### src/rtl/upq_pkg.sv
// Shared types and codes for the unsorted priority queue core.
package upq_pkg;

	// Command codes
	localparam logic [2:0] OP_ENQ  = 3'd0;
	localparam logic [2:0] OP_DEQ  = 3'd1;
	localparam logic [2:0] OP_PEEK = 3'd2;
	localparam logic [2:0] OP_CHG  = 3'd3;
	localparam logic [2:0] OP_CLR  = 3'd4;

	// Result status codes
	localparam logic [1:0] STAT_OK    = 2'd0;
	localparam logic [1:0] STAT_EMPTY = 2'd1;
	localparam logic [1:0] STAT_FULL  = 2'd2;
	localparam logic [1:0] STAT_RAISE = 2'd3;

	// Command item
	typedef struct packed {
		logic [2:0]          opcode;
		logic [15:0]         item_tag;
		logic signed [31:0]  item_priority;
	} upq_cmd_t;

	// Result item
	typedef struct packed {
		logic [15:0]         out_tag;
		logic signed [31:0]  out_priority;
		logic [1:0]          status;
		logic [6:0]          entry_count;
		logic                is_empty;
	} upq_rsp_t;

	// Broadcast control from the sequencer to every cell
	typedef struct packed {
		logic enq_we;    // write the bus entry into the cell at the fill point
		logic shift_en;  // close the gap left by a dequeue
		logic chg_mode;  // wave runs a priority change rather than a minimum search
	} upq_cell_ctrl_t;

	typedef enum logic [1:0] {
		ST_IDLE,
		ST_SCAN,
		ST_FINISH
	} upq_state_t;

endpackage

### src/rtl/upq_cell.sv
// One queue slot: holds an entry and passes the search wave to its right-hand neighbour.
module upq_cell #(
	parameter int TAG_BITS = 16,
	parameter int CW       = 7,
	parameter int IW       = 6,
	parameter int IDX      = 0
) (
	input  logic                        clk,
	input  logic                        arst_n,
	input  upq_pkg::upq_cell_ctrl_t     ctrl,
	input  logic [CW-1:0]               count,
	input  logic [TAG_BITS-1:0]         bus_tag,
	input  logic signed [31:0]          bus_prio,
	input  logic [IW-1:0]               min_idx,
	// neighbour entry for the gap-closing shift
	input  logic [TAG_BITS-1:0]         nxt_tag,
	input  logic signed [31:0]          nxt_prio,
	output logic [TAG_BITS-1:0]         ent_tag,
	output logic signed [31:0]          ent_prio,
	// wave in from the left
	input  logic                        wi_valid,
	input  logic                        wi_have,
	input  logic                        wi_stop,
	input  logic [TAG_BITS-1:0]         wi_tag,
	input  logic signed [31:0]          wi_prio,
	input  logic [IW-1:0]               wi_idx,
	// wave out to the right
	output logic                        wo_valid,
	output logic                        wo_have,
	output logic                        wo_stop,
	output logic [TAG_BITS-1:0]         wo_tag,
	output logic signed [31:0]          wo_prio,
	output logic [IW-1:0]               wo_idx
);

	logic [TAG_BITS-1:0]  tag_q;
	logic signed [31:0]   prio_q;
	logic                 wv_q, have_q, stop_q;
	logic [TAG_BITS-1:0]  wtag_q;
	logic signed [31:0]   wprio_q;
	logic [IW-1:0]        widx_q;

	logic occ, own_less, take, match, raise;

	// Per-cell compare against the wave
	always_comb begin
		occ      = (count > CW'(IDX));
		own_less = (prio_q < wi_prio) || ((prio_q == wi_prio) && (tag_q < wi_tag));
		take     = !ctrl.chg_mode && occ && (!wi_have || own_less);
		match    = ctrl.chg_mode && occ && !wi_stop && (tag_q == bus_tag);
		raise    = match && (prio_q < bus_prio);
	end

	// Entry storage
	always_ff @(posedge clk) begin
		if (ctrl.enq_we && (count == CW'(IDX))) begin
			tag_q  <= bus_tag;
			prio_q <= bus_prio;
		end else if (ctrl.shift_en && (IW'(IDX) >= min_idx)) begin
			tag_q  <= nxt_tag;
			prio_q <= nxt_prio;
		end else if (wi_valid && match && !raise) begin
			prio_q <= bus_prio;
		end
	end

	// Wave stage valid
	always_ff @(posedge clk or negedge arst_n) begin
		if (!arst_n) begin
			wv_q <= 1'b0;
		end else begin
			wv_q <= wi_valid;
		end
	end

	// Wave stage payload
	always_ff @(posedge clk) begin
		if (wi_valid) begin
			have_q  <= wi_have || take;
			stop_q  <= wi_stop || raise;
			wtag_q  <= take ? tag_q : wi_tag;
			wprio_q <= take ? prio_q : wi_prio;
			widx_q  <= take ? IW'(IDX) : wi_idx;
		end
	end

	assign ent_tag  = tag_q;
	assign ent_prio = prio_q;
	assign wo_valid = wv_q;
	assign wo_have  = have_q;
	assign wo_stop  = stop_q;
	assign wo_tag   = wtag_q;
	assign wo_prio  = wprio_q;
	assign wo_idx   = widx_q;

endmodule

### config.mk
export PLATFORM = sky130hd
export DESIGN_NAME = upq_cell
export DESIGN_NICKNAME = d
export VERILOG_FILES = /design/src/rtl/upq_pkg.sv /design/src/rtl/upq_cell.sv
export SDC_FILE = /design/constraint.sdc
export NUM_CORES = 1
export LEC_CHECK = 0
export BUFFER_PORTS_ARGS = -buffer_cell sky130_fd_sc_hd__buf_2
export CAP_MARGIN = 20
export CELL_PAD_IN_SITES_DETAIL_PLACEMENT = 1
export CELL_PAD_IN_SITES_GLOBAL_PLACEMENT = 1
export CORE_AREA = 3 3 101 175
export DETAILED_ROUTE_END_ITERATION = 7
export DIE_AREA = 0 0 104 178
export MAX_ROUTING_LAYER = met4
export PLACE_DENSITY = 0.95
export SLEW_MARGIN = 20
export SYNTH_ARGS = -nofsm -noshare
export SYNTH_HDL_FRONTEND = slang
export SYNTH_SLANG_ARGS = --single-unit
### constraint.sdc
create_clock -name clk -period 5.3 [get_ports clk]
set_input_delay 0.795 -clock clk [delete_from_list [all_inputs] [get_ports clk]]
set_output_delay 0.795 -clock clk [all_outputs]
set_load 0.01 [all_outputs]
---- Word-level counts from Yosys, hierarchy flattened ----
Index checks and enable logic that the tools add are counted.
storage, ports and cells
  flip-flop bits (word level) ............. 105
  input bits .............................. 171
  output and inout bits ................... 105
  word-level logic and storage cells ...... 44
cells by class
  order comparisons ....................... 5
  eq/ne operators ......................... 2
  multiplexer cells ....................... 7
  reductions and logical operators ........ 22
operators by type and width
  kind                                                                                count
  32-bit 2-to-1 mux                                                                   4
  32-bit < comparator                                                                 2
  16-bit 2-to-1 mux                                                                   3
  32-bit equality test                                                                1
  16-bit equality test                                                                1
  16-bit < comparator                                                                 1
  1-bit logical AND                                                                   11
  7-bit by 1-bit greater-than comparator with 1-bit output, second input constant     1
  7-bit zero test                                                                     1
  1-bit by 6-bit greater-or-equal comparator with 1-bit output, first input constant  1
  1-bit zero test                                                                     4
  1-bit logical OR                                                                    4
  3-bit nonzero test                                                                  1
  2-bit nonzero test                                                                  1

---- Longest topological paths before layout ----
Gate-level depths: netlist of the first run.
  depth after elaboration ................. 10
  depth in mapped cells ................... 10
  mapped depth without buffers ............ 9

---- Worst setup path before layout of the first run ----
OpenSTA, ideal clock, no wires.
  path kind ............................... in2reg
  from .................................... input count[4]
  to ...................................... register prio_q[0] (netlist: ent_prio[0]), enable pin
  library setup time ...................... 377 ps
  arrival ................................. 3203 ps
  required time ........................... 4923 ps
  slack ................................... 1720 ps
  stages .................................. 6
  buffers on the path ..................... 1
  cells stage by stage .................... or4_1 > nor4_1 > nand2_1 > clkbuf_1 > nand2_1 > a31o_2
between the ends
  longest elaborated chain between the ends .. 8
  elaborated cells between the ends (all ways) .. 11
  classes of those cells .................. order compare: 1; reduce/logical: 10
ends and longest elaborated chain
  element                                                   line            RTL
  start, declared                                           upq_cell.sv:11  input logic [CW-1:0] count,
  7-bit by 1-bit greater-than comparator with 1-bit output  upq_cell.sv:47  occ = (count > CW'(IDX));
  1-bit logical AND (3 in series)                           upq_cell.sv:50  match = ctrl.chg_mode && occ && !wi_stop && (tag_q == bus_tag);
  1-bit logical AND                                         upq_cell.sv:51  raise = match && (prio_q < bus_prio);
  1-bit zero test                                           upq_cell.sv:62  end else if (wi_valid && match && !raise) begin
  1-bit logical AND                                         upq_cell.sv:62
  3-bit nonzero test (no source line) *                     --
  end signal, assigned                                      upq_cell.sv:58  prio_q <= bus_prio;
  end signal, assigned                                      upq_cell.sv:61  prio_q <= nxt_prio;
  end signal, assigned                                      upq_cell.sv:63  prio_q <= bus_prio;
  end, declared                                             upq_cell.sv:37  logic signed [31:0] prio_q;
Every way passes the cells marked *; elsewhere a longest branch is shown, timed or not.
A chain may end at the register's enable or synchronous reset.

---- Worst setup path in the final report of the first run ----
  from .................................... input wi_prio[27]
  to ...................................... register wtag_q[4] (netlist: wo_tag[4]) (data pin)
between the ends
  longest elaborated chain between the ends .. 6
  elaborated cells between the ends (all ways) .. 7
  classes of those cells .................. order compare: 1; eq/ne: 1; mux: 1; reduce/logical: 4
ends and longest elaborated chain
  element                                                                      line            RTL
  start, declared                                                              upq_cell.sv:25  input logic signed [31:0] wi_prio,
  parallel branches: the longest is 2 deep, another holds 32-bit < comparator  --
  1-bit logical OR *                                                           upq_cell.sv:48  own_less = (prio_q < wi_prio) || ((prio_q == wi_prio) && (tag_q < wi_tag));
  1-bit logical OR *                                                           upq_cell.sv:49  take = !ctrl.chg_mode && occ && (!wi_have || own_less);
  1-bit logical AND *                                                          upq_cell.sv:49
  16-bit 2-to-1 mux *                                                          upq_cell.sv:81  wtag_q <= take ? tag_q : wi_tag;
  end signal, assigned                                                         upq_cell.sv:81
  end, declared                                                                upq_cell.sv:39  logic [TAG_BITS-1:0] wtag_q;
Mark *: on every way between the ends.

==> impl_metrics.tcl, run 1 <==
set metrics [dict create \
    outcome "finished, final reports clean" \
    drive_gt1_frac 0.424 \
    cp_max_fo 36 \
    hold_viol_final 0 \
    critPathCaptureType "register" \
    clock-sinks 105 \
    maxCapViolCount 0 \
    dieArea_um2 18500 \
    io_pins 276 \
    vias_per_cell 5.16 \
    worst_slew_pin_slew_ps 1020 \
    antenna_found_initial 5 \
    grt_pass1_vias 6333 \
    fmax_mhz 262 \
    cts.clk_slew.worst_paths_ps 70 \
    synth_cell_types 41 \
    post-place-cells 1055 \
    layout.cells.non_filler 1078 \
    cts_hold_buf 0 \
    ctsLongestPathBuffers 2 \
    drt_pass1_iterations 4 \
    crit_path_start_kind "primary input" \
    synth_seq_cells 105 \
    nets 1091 \
    vias 5563 \
    hold_path_class "primary input to asynchronous set/reset pin" \
    path_class "primary input to register" \
    synth.avg_cell_area_um2 11.6 \
    synth_area_um2 6510 \
    tns_ps 0 \
    hold_slack_ps 202 \
    ant_nets 0 \
    cts_tree "built" \
    cts_buffers 9 \
    reg2reg_to "wo_tag[4]" \
    p_leak_nw 3.97 \
    grt_pass1_wl_mm 33.4 \
    powerDensity_nw_per_um2 231 \
    post-route-min-period_ps 3810 \
    cp.required_ps 5400 \
    setup_violations 0 \
    post_cts_buffers 0 \
    ff2ff_setup_slack_ps 1600 \
    worstPathArrival_ps 3920 \
    peakVddDrop_mv 0.127 \
    initialDrtViolationCount 156 \
    reg2reg_depth 9 \
    grt_max_degree 64 \
    yosys-top-cells-area "edfxtp_1 (48%), ha_1 (15%), mux2_2 (11%)" \
    worstReg2RegStart "ent_prio[27]" \
    port_buffers 275 \
    finalMaxSlewViolations 0 \
    post_cts_resized 0 \
    synthesis.nets 811 \
    fp.dieW_um 104 \
    slew_headroom 0.317 \
    die_y_um 178 \
    finalWirelength_mm 21.7 \
    syn2layout_area_growth_pct 29.9 \
    yosys.area.top_type "edfxtp_1" \
    insertion_delay_ps 360 \
    place.gp.congestion 0.839 \
    initial_core_util 0.396 \
    post_drt_wl_per_cell_um 20.1 \
    netlist.area_leader.share 0.480 \
    grtUsageTotal 0.240 \
    fin_skew_ps 8.09 \
    grt-ovfl-total 0 \
    place_area_um2 8160 \
    nFillCells 1898 \
    fin_crit_sh 0.720 \
    rsz0062_at_grt "no" \
    yosys_warnings 0 \
    synthCells 562 \
    cts_root_buf "clkbuf_16" \
    std_cell_rows 62 \
    h-tree-depth 3 \
    yosysSeqAreaShare 0.484 \
    remaining_drc_errors 0 \
    dpl.hpwl_mm 17.5 \
    design_area_um2 8450 \
    core_area_um2 16400 \
]
report_power, final:
| part | total, mW | internal, mW | switching, mW |
|---|---|---|---|
| Clock | 0.670 | 0.366 | 0.304 |
| Combinational | 0.316 | 0.153 | 0.163 |
| Sequential | 0.966 | 0.954 | 0.0125 |
| Total | 1.95 | 1.47 | 0.479 |
state kept, by name (all words and copies together) (netlist names):
register and cells:
ent_prio 32, ent_tag 16, wo_have 1, wo_idx 6
wo_prio 32, wo_stop 1, wo_tag 16, wo_valid 1
synthesized netlist by cell type:
master,count
a31o_2,2
o211ai_1,1
a31oi_1,1
nor3_1,3
nand2b_1,4
dfrtp_1,1
a211oi_4,1
nor2b_1,7
xor2_1,3
inv_1,80
nor4b_1,1
a21o_1,18
a32o_1,1
or4_1,2
nor2_1,6
a2111oi_0,1
or2_2,1
a211o_1,1
o21ai_0,39
and4_1,4
xnor2_1,13
or3_1,4
o22ai_1,1
a2bb2oi_1,1
a211oi_1,2
o31ai_1,1
a221oi_1,2
nand2_1,48
edfxtp_1,104
nor4_1,4
nor3b_1,1
o32ai_1,1
mux2_1,3
nand4_1,17
mux2_2,62
ha_1,78
buf_4,5
nand3_1,5
a21oi_1,25
o21a_1,1
clkbuf_1,7
per-layer routing:
layer  share of wire  track usage
met2            0.58        0.472
met5               0            -
met3           0.042       0.0377
met4           0.037        0.115
met1            0.34        0.225
layout make-up:
class / instances / area (µm²) / area share
sequential: 105 / 3150 / 0.372
multi-input combinational: 365 / 3010 / 0.355
timing repair buffer: 281 / 1420 / 0.168
inverter: 80 / 300 / 0.0355
tap: 224 / 280 / 0.0332
clock buffer: 13 / 240 / 0.0284
clock inverter: 3 / 41.3 / 0.00488
antenna: 7 / 17.5 / 0.00207
worst max-delay path, cell delays in order:
cell and delay (ps):
buf_2 100, inv_1 50, ha_1 320, and4_1 290
nand4_1 150, or4_1 600, nor4_1 290, a21oi_1 140
a211oi_4 260, buf_4 470, mux2_2 410
logic make-up (layout without fill, tap and decap cells):
family	count (synthesis)	in the layout	synth area share
muxes	65	65	0.112
AOI/OAI and AO/OA	99	99	0.0931
buffers and inverters	92	377	0.0560
adders and majority gates	78	78	0.150
DFF	105	105	0.484
and+or+nand+nor	107	107	0.0831
other	0	7	0
xor gates and xnor gates	16	16	0.0215
per-stage QoR:
step,utilization,power [mW],setup slack (ps)
floorplan,-,1.14,1720
global placement,0.496,1.28,1260
detailed placement,0.496,1.30,1100
CTS,0.513,1.97,1460
global route,0.514,2.04,1360
finish,0.514,1.95,1490
cell usage in the layout (no fill, tap or decap), drive strengths merged, types with 5 or more instances in the layout:
| cell type | count |
|---|---|
| a21o | 18 |
| nor2 | 6 |
| nor2b | 7 |
| xnor2 | 13 |
| ha | 78 |
| nand4 | 17 |
| inv | 80 |
| edfxtp | 104 |
| buf | 281 |
| diode | 7 |
| clkbuf | 13 |
| nand2 | 48 |
| mux2 | 65 |
| nand3 | 5 |
| a21oi | 25 |
| o21ai | 39 |
worst max path at each step:
stage                 from     endpoint  slack, ps  depth (start not counted)
6_report       wi_prio[27]    wo_tag[4]       1490                         11
5_1_grt        wi_prio[27]   wo_prio[8]       1360                         11
4_1_cts        wi_prio[27]    wo_tag[4]       1460                         11
3_5_place_dp   wi_prio[27]  wo_prio[16]       1100                         11
3_3_place_gp   wi_prio[27]  wo_prio[25]       1260                         11
2_1_floorplan     count[4]  ent_prio[0]       1720                          6
Note: power is estimated with default switching activity, not from simulation.
==> inputs of run 2 (changes only) <==
Settings changed: ABC_AREA from default to 1, CORE_AREA 3 3 101 175 to 3 3 116 201, DIE_AREA 0 0 104 178 to 0 0 119 204, PLACE_DENSITY 0.95 to 0.87.
Clock period 5.3 ns to 3.3 ns, I/O delays scaled along.
==> impl_metrics.tcl, run 2 <==
set metrics [dict create \
    insertion_delay_ps 360 \
    yosys.area.top_type "edfxtp_1" \
    synth_edf_count 104 \
    antenna_found_initial 3 \
    wirelength_met1_mm 8.83 \
    netlist.area_leader.share 0.450 \
    final_core_util 0.413 \
    synth_seq_cells 105 \
    yosysSeqAreaShare 0.453 \
    fp.dieW_um 119 \
    fin_skew_ps 13.7 \
    maxCapViolCount 0 \
    initialDrtViolationCount 245 \
    vias_per_cell 4.81 \
    syn2layout_area_growth_pct 29.5 \
    p_leak_nw 4.77 \
    rsz0062_at_grt "no" \
    p_comb_frac 0.172 \
    peakVddDrop_mv 0.207 \
    synth.most_common_cell "nand2_1" \
    finalMaxSlewViolations 0 \
    dr.max_layer_used "met4" \
    place.gp.congestion 0.851 \
    io_pins 276 \
    outcome "finished, final reports clean" \
    core_area_um2 21800 \
    port_buffers 275 \
    synth.avg_cell_area_um2 8.30 \
    dr_wl_met3_um 829 \
    pre_cts_slack_ps 394 \
    grt-ovfl-total 0 \
    grt_max_degree 65 \
    pwr-share-seq 0.478 \
    synthesis.nets 1086 \
    std_cell_rows 71 \
    critPathCaptureType "register" \
    ant_nets 0 \
    yosys-top-cells-count "nand2_1 (227), inv_1 (128), edfxtp_1 (104)" \
    yosys_warnings 0 \
    initial_core_util 0.319 \
    grtUsageTotal 0.203 \
    nFillCells 2739 \
    intPower_mw 2.36 \
    fin_ws_ps 629 \
    drt_pass1_iterations 4 \
    post_cts_buffers 0 \
    post-route-min-period_ps 2670 \
    power_frac_clock 0.350 \
    final_common_cell "buf_2" \
    async_reset_ff_frac 0.00952 \
    post_drt_wl_per_cell_um 17.3 \
    path_class "register to register" \
    fin_crit_sh 0.809 \
    cts_tree "built" \
    powerDensity_nw_per_um2 362 \
    synth_area_um2 6950 \
    synth_flop_cell "edfxtp_1" \
    setup_violations 0 \
    cts_root_buf "clkbuf_16" \
    clock-sinks 105 \
    cts_buffers 9 \
    tns_ps 0 \
    synthCells 837 \
    p_switching_uw 897 \
    slew_headroom 0.403 \
    hold_slack_ps 407 \
    dieArea_um2 24300 \
    nets 1360 \
    die_y_um 204 \
    drive_gt1_frac 0.280 \
    hold_path_class "primary input to register" \
    worstPathArrival_ps 2790 \
    finalWirelength_mm 24.5 \
    switching_share 0.275 \
    yosys-top-cells-area "edfxtp_1 (45%), ha_1 (14%), nand2_1 (12%)" \
    dpl.hpwl_mm 19.9 \
    cp.required_ps 3420 \
    met2_length_mm 14.1 \
    remaining_drc_errors 0 \
    final_cell_mix "buf_2 (275), nand2_1 (226), inv_1 (128), edfxtp_1 (104), nor2_1 (81)" \
    worst_slew_pin_slew_ps 896 \
    fmax_mhz 374 \
    crit_path_start_kind "register" \
    hold_viol_final 0 \
    h-tree-depth 3 \
    grt_pass1_wl_mm 37.3 \
    cp_max_fo 23 \
    synth_cell_types 29 \
    vias 6784 \
    cts.clk_slew.worst_paths_ps 80 \
    ctsLongestPathBuffers 2 \
    grt_pass1_vias 7366 \
]
==> run 2: metal layers <==
layer | GRT usage | vias up
li1 | - | 3297
met1 | 0.200 | 3259
met2 | 0.398 | 190
met3 | 0.0216 | 38
met4 | 0.0792 | 0
met5 | - | -
==> run 2: critical path, stage by stage (launching register included) <==
cell and delay (ps):
edfxtp_1 480, ha_1 380, nand2_1 90, nor2_1 150, nand2_1 100, nor2_1 270
nand3_1 120, nor2_1 110, a21oi_1 110, nand3_2 110, nand2_2 50, buf_4 250
inv_2 140, nor2_1 60
==> run 2: worst paths after layout <==
path / startpoint / end / slack (ps) / cells past startpoint
max: ent_prio[31] / wo_idx[1] / 630 / 13
min: nxt_tag[8] / ent_tag[8] / 410 / 3
max reg2reg: ent_prio[31] / wo_idx[1] / 630 / 13
min reg2reg: ent_prio[14] / wo_prio[14] / 660 / 2
max in group asynchronous: arst_n / wo_valid / 2760 / 2
min in group asynchronous: arst_n / wo_valid / 450 / 2
==> run 2: layout make-up <==
class,instances,area (µm²),area share
antenna,3,7.51,0.000835
multi-input combinational,580,3200,0.355
sequential,105,3150,0.350
timing repair buffer,286,1490,0.165
tap,292,365,0.0406
inverter,129,484,0.0539
clock inverter,7,78.8,0.00877
clock buffer,9,225,0.0250
==> run 2: timing repair <==
action                    CTS  global route
hold buffers                1             0
gates resized for setup     0             0
hold endpoints to repair    1             0
==> run 2: power by group through the flow <==
stage	Combinational [mW]	Clock (mW)	Sequential (mW)
floorplan	0.254	0	1.62
global placement	0.541	0	1.59
detailed placement	0.566	0	1.59
CTS	0.570	1.16	1.56
global route	0.636	1.20	1.56
finish	0.560	1.14	1.56
==> run 2: cell families (layout without fill, tap and decap cells) <==
| family | after synthesis | after routing | synth area share |
|---|---|---|---|
| other cells | 0 | 3 | 0 |
| flops | 105 | 105 | 0.453 |
| xor+xnor | 6 | 6 | 0.00757 |
| fa+ha+maj | 78 | 78 | 0.141 |
| compound gates | 89 | 89 | 0.0659 |
| buf+inv | 152 | 431 | 0.0881 |
| simple gates | 407 | 407 | 0.245 |
==> run 2: stage by stage <==
step / total power, mW / cells / cell area (µm²)
floorplan: 1.87 / 837 / 6950
global placement: 2.13 / 1391 / 8670
detailed placement: 2.16 / 1391 / 8670
CTS: 3.29 / 1408 / 8980
global route: 3.40 / 1411 / 8990
finish: 3.26 / 1411 / 8990
==> inputs of run 3 (changes only) <==
Clock period 3.3 ns to 2.3 ns, I/O delays scaled along.
==> impl_metrics.tcl, run 3 (synthesis gave the netlist of run 2 again) <==
set metrics [dict create \
    outcome "finished with violations" \
    violations "setup timing" \
    die_y_um 204 \
    worst_path_most_repeated_cell "nand2_2" \
    hold_depth 3 \
    dpl.hpwl_mm 21.3 \
    final_cell_mix "buf_2 (275), nand2_1 (135), inv_1 (126), edfxtp_1 (104), buf_4 (66)" \
    syn2layout_area_growth_pct 54.0 \
    use_met3 0.0335 \
    fmax_mhz 395 \
    path_cells "ha_1 > nand2_1 > nor2_2 > buf_4 > nand2_2 > nand2_2 > a21oi_4 > nand2_2 > nand2_2 > nand3_4 > nand2_8 > buf_12 > clkinv_8 > nor2_2" \
    post-place-cells 1434 \
    cts_buffers 9 \
    post-route-min-period_ps 2530 \
    antenna_found_initial 8 \
    port_buffers 275 \
    use_met1 0.225 \
    worst_slew_pin_slew_ps 674 \
    powerDensity_nw_per_um2 469 \
    ant_nets 0 \
    vias_per_cell 5.05 \
    tns_ps -16350 \
    io_pins 276 \
    maxCapViolCount 0 \
    crit_slowest_cell "edfxtp_1" \
    grt_pass1_wl_mm 42.7 \
    crit_path_start_kind "register" \
    nFillCells 2627 \
    hold_viol_final 0 \
    peakVddDrop_mv 0.267 \
    grt_use_met2 0.437 \
    dieArea_um2 24300 \
    clock-sinks 105 \
    slew_headroom 0.549 \
    drive_gt1_frac 0.455 \
    cp_max_fo 8 \
    cts_root_buf "clkbuf_16" \
    fin_ws_ps -234 \
    rsz0062_at_grt "yes" \
    critPathBufInv 3 \
    insertion_delay_ps 380 \
    cts.clk_slew.worst_paths_ps 80 \
    final_core_util 0.491 \
    fp.dieW_um 119 \
    grt_max_degree 65 \
    setup_violations 88 \
    reg2reg_depth 14 \
    layout.cells.non_filler 1494 \
    grt_pass1_vias 8051 \
    finalWirelength_mm 31.3 \
    drt_pass1_iterations 5 \
    vias 7542 \
    nets 1438 \
    hold_path_class "primary input to register" \
    post_drt_wl_per_cell_um 21.0 \
    place.gp.congestion 0.877 \
    h-tree-depth 3 \
    ctsLongestPathBuffers 2 \
    hold_slack_ps 246 \
    p_leak_nw 5.38 \
    core_area_um2 21800 \
    grtUsageTotal 0.236 \
    grt-ovfl-total 0 \
    fin_crit_sh 1.10 \
    fin_skew_ps 12.8 \
    cp.required_ps 2540 \
    initial_core_util 0.319 \
    initialDrtViolationCount 400 \
    critPathCaptureType "register" \
    finalMaxSlewViolations 0 \
    busiest_layer "met2" \
    crit_cells 14 \
    path_delay_family "simple AND/OR/NAND/NOR gates" \
    pre_cts_slack_ps -492 \
    cts_tree "built" \
    critPathMaxStageDelay_ps 450 \
    worstPathArrival_ps 2770 \
    path_class "register to register" \
    std_cell_rows 71 \
    remaining_drc_errors 0 \
    final_common_cell "buf_2" \
]
run 3: cell types whose count changed in the layout (fill, tap and decap cells not counted), sizes merged:
| cell | before | now |
|---|---|---|
| clkinvlp | 0 | 2 |
| diode | 3 | 8 |
| clkinv | 4 | 3 |
| inv | 131 | 128 |
| buf | 285 | 361 |
| clkbuf | 9 | 13 |
run 3: stage by stage:
stage                     power, mW  instance area (µm²)
after floorplan                2.68                 6950
after global routing           5.20                10700
after global placement         3.08                 9030
after detailed placement       3.13                 9030
final                          5.02                10700
after CTS                      4.87                10000
run 3: routing by layer:
layer | up-vias | part of all wire | wire [µm]
met5 | - | 0 | 0
met4 | 0 | 0.060 | 1880
met3 | 117 | 0.041 | 1290
met2 | 326 | 0.55 | 17400
met1 | 3634 | 0.34 | 10800
li1 | 3465 | - | -
run 3: what timing repair did:
| action | in CTS | in global routing |
|---|---|---|
| pin swaps | 23 | 37 |
| cloned | 4 | 2 |
| hold endpoints to repair | 1 | 0 |
| endpoints found under the setup margin | 88 | 88 |
| hold buffers | 1 | 0 |
| buffers inserted | 18 | 11 |
| resized for setup | 104 | 119 |
run 3: worst register-to-register path, cell delays in order, from the launching register on:
cell	delay (ps)
edfxtp_1	450
ha_1	390
nand2_1	140
nor2_2	70
buf_4	130
nand2_2	80
nand2_2	90
a21oi_4	190
nand2_2	80
nand2_2	80
nand3_4	130
nand2_8	200
buf_12	200
clkinv_8	90
nor2_2	90
run 3: final cells by class:
| type | instances | area (µm²) | share of cell area |
|---|---|---|---|
| multi-input combinational | 580 | 4060 | 0.380 |
| sequential | 105 | 3150 | 0.294 |
| timing repair buffer | 364 | 2300 | 0.215 |
| inverter | 129 | 499 | 0.0467 |
| tap | 292 | 365 | 0.0342 |
| clock buffer | 11 | 243 | 0.0227 |
| clock inverter | 5 | 55.1 | 0.00515 |
| antenna | 8 | 20.0 | 0.00187 |
run 3: worst paths after layout:
kind                         endpoint  slack (ps)         start
hold reg to reg            wo_prio[7]         660   ent_prio[7]
max in group asynchronous    wo_valid        1930        arst_n
setup / recovery            wo_idx[5]        -230  ent_prio[22]
setup reg to reg            wo_idx[5]        -230  ent_prio[22]
hold / removal             ent_tag[0]         250    nxt_tag[0]
min in group asynchronous    wo_valid         290        arst_n
run 3: power breakdown:
group / leakage (nW) / switching (mW) / internal [mW]
registers: 1.00 / 0.0324 / 2.21
clock network: 0.142 / 0.774 / 0.873
logic: 4.24 / 0.657 / 0.478
total: 5.38 / 1.46 / 3.56
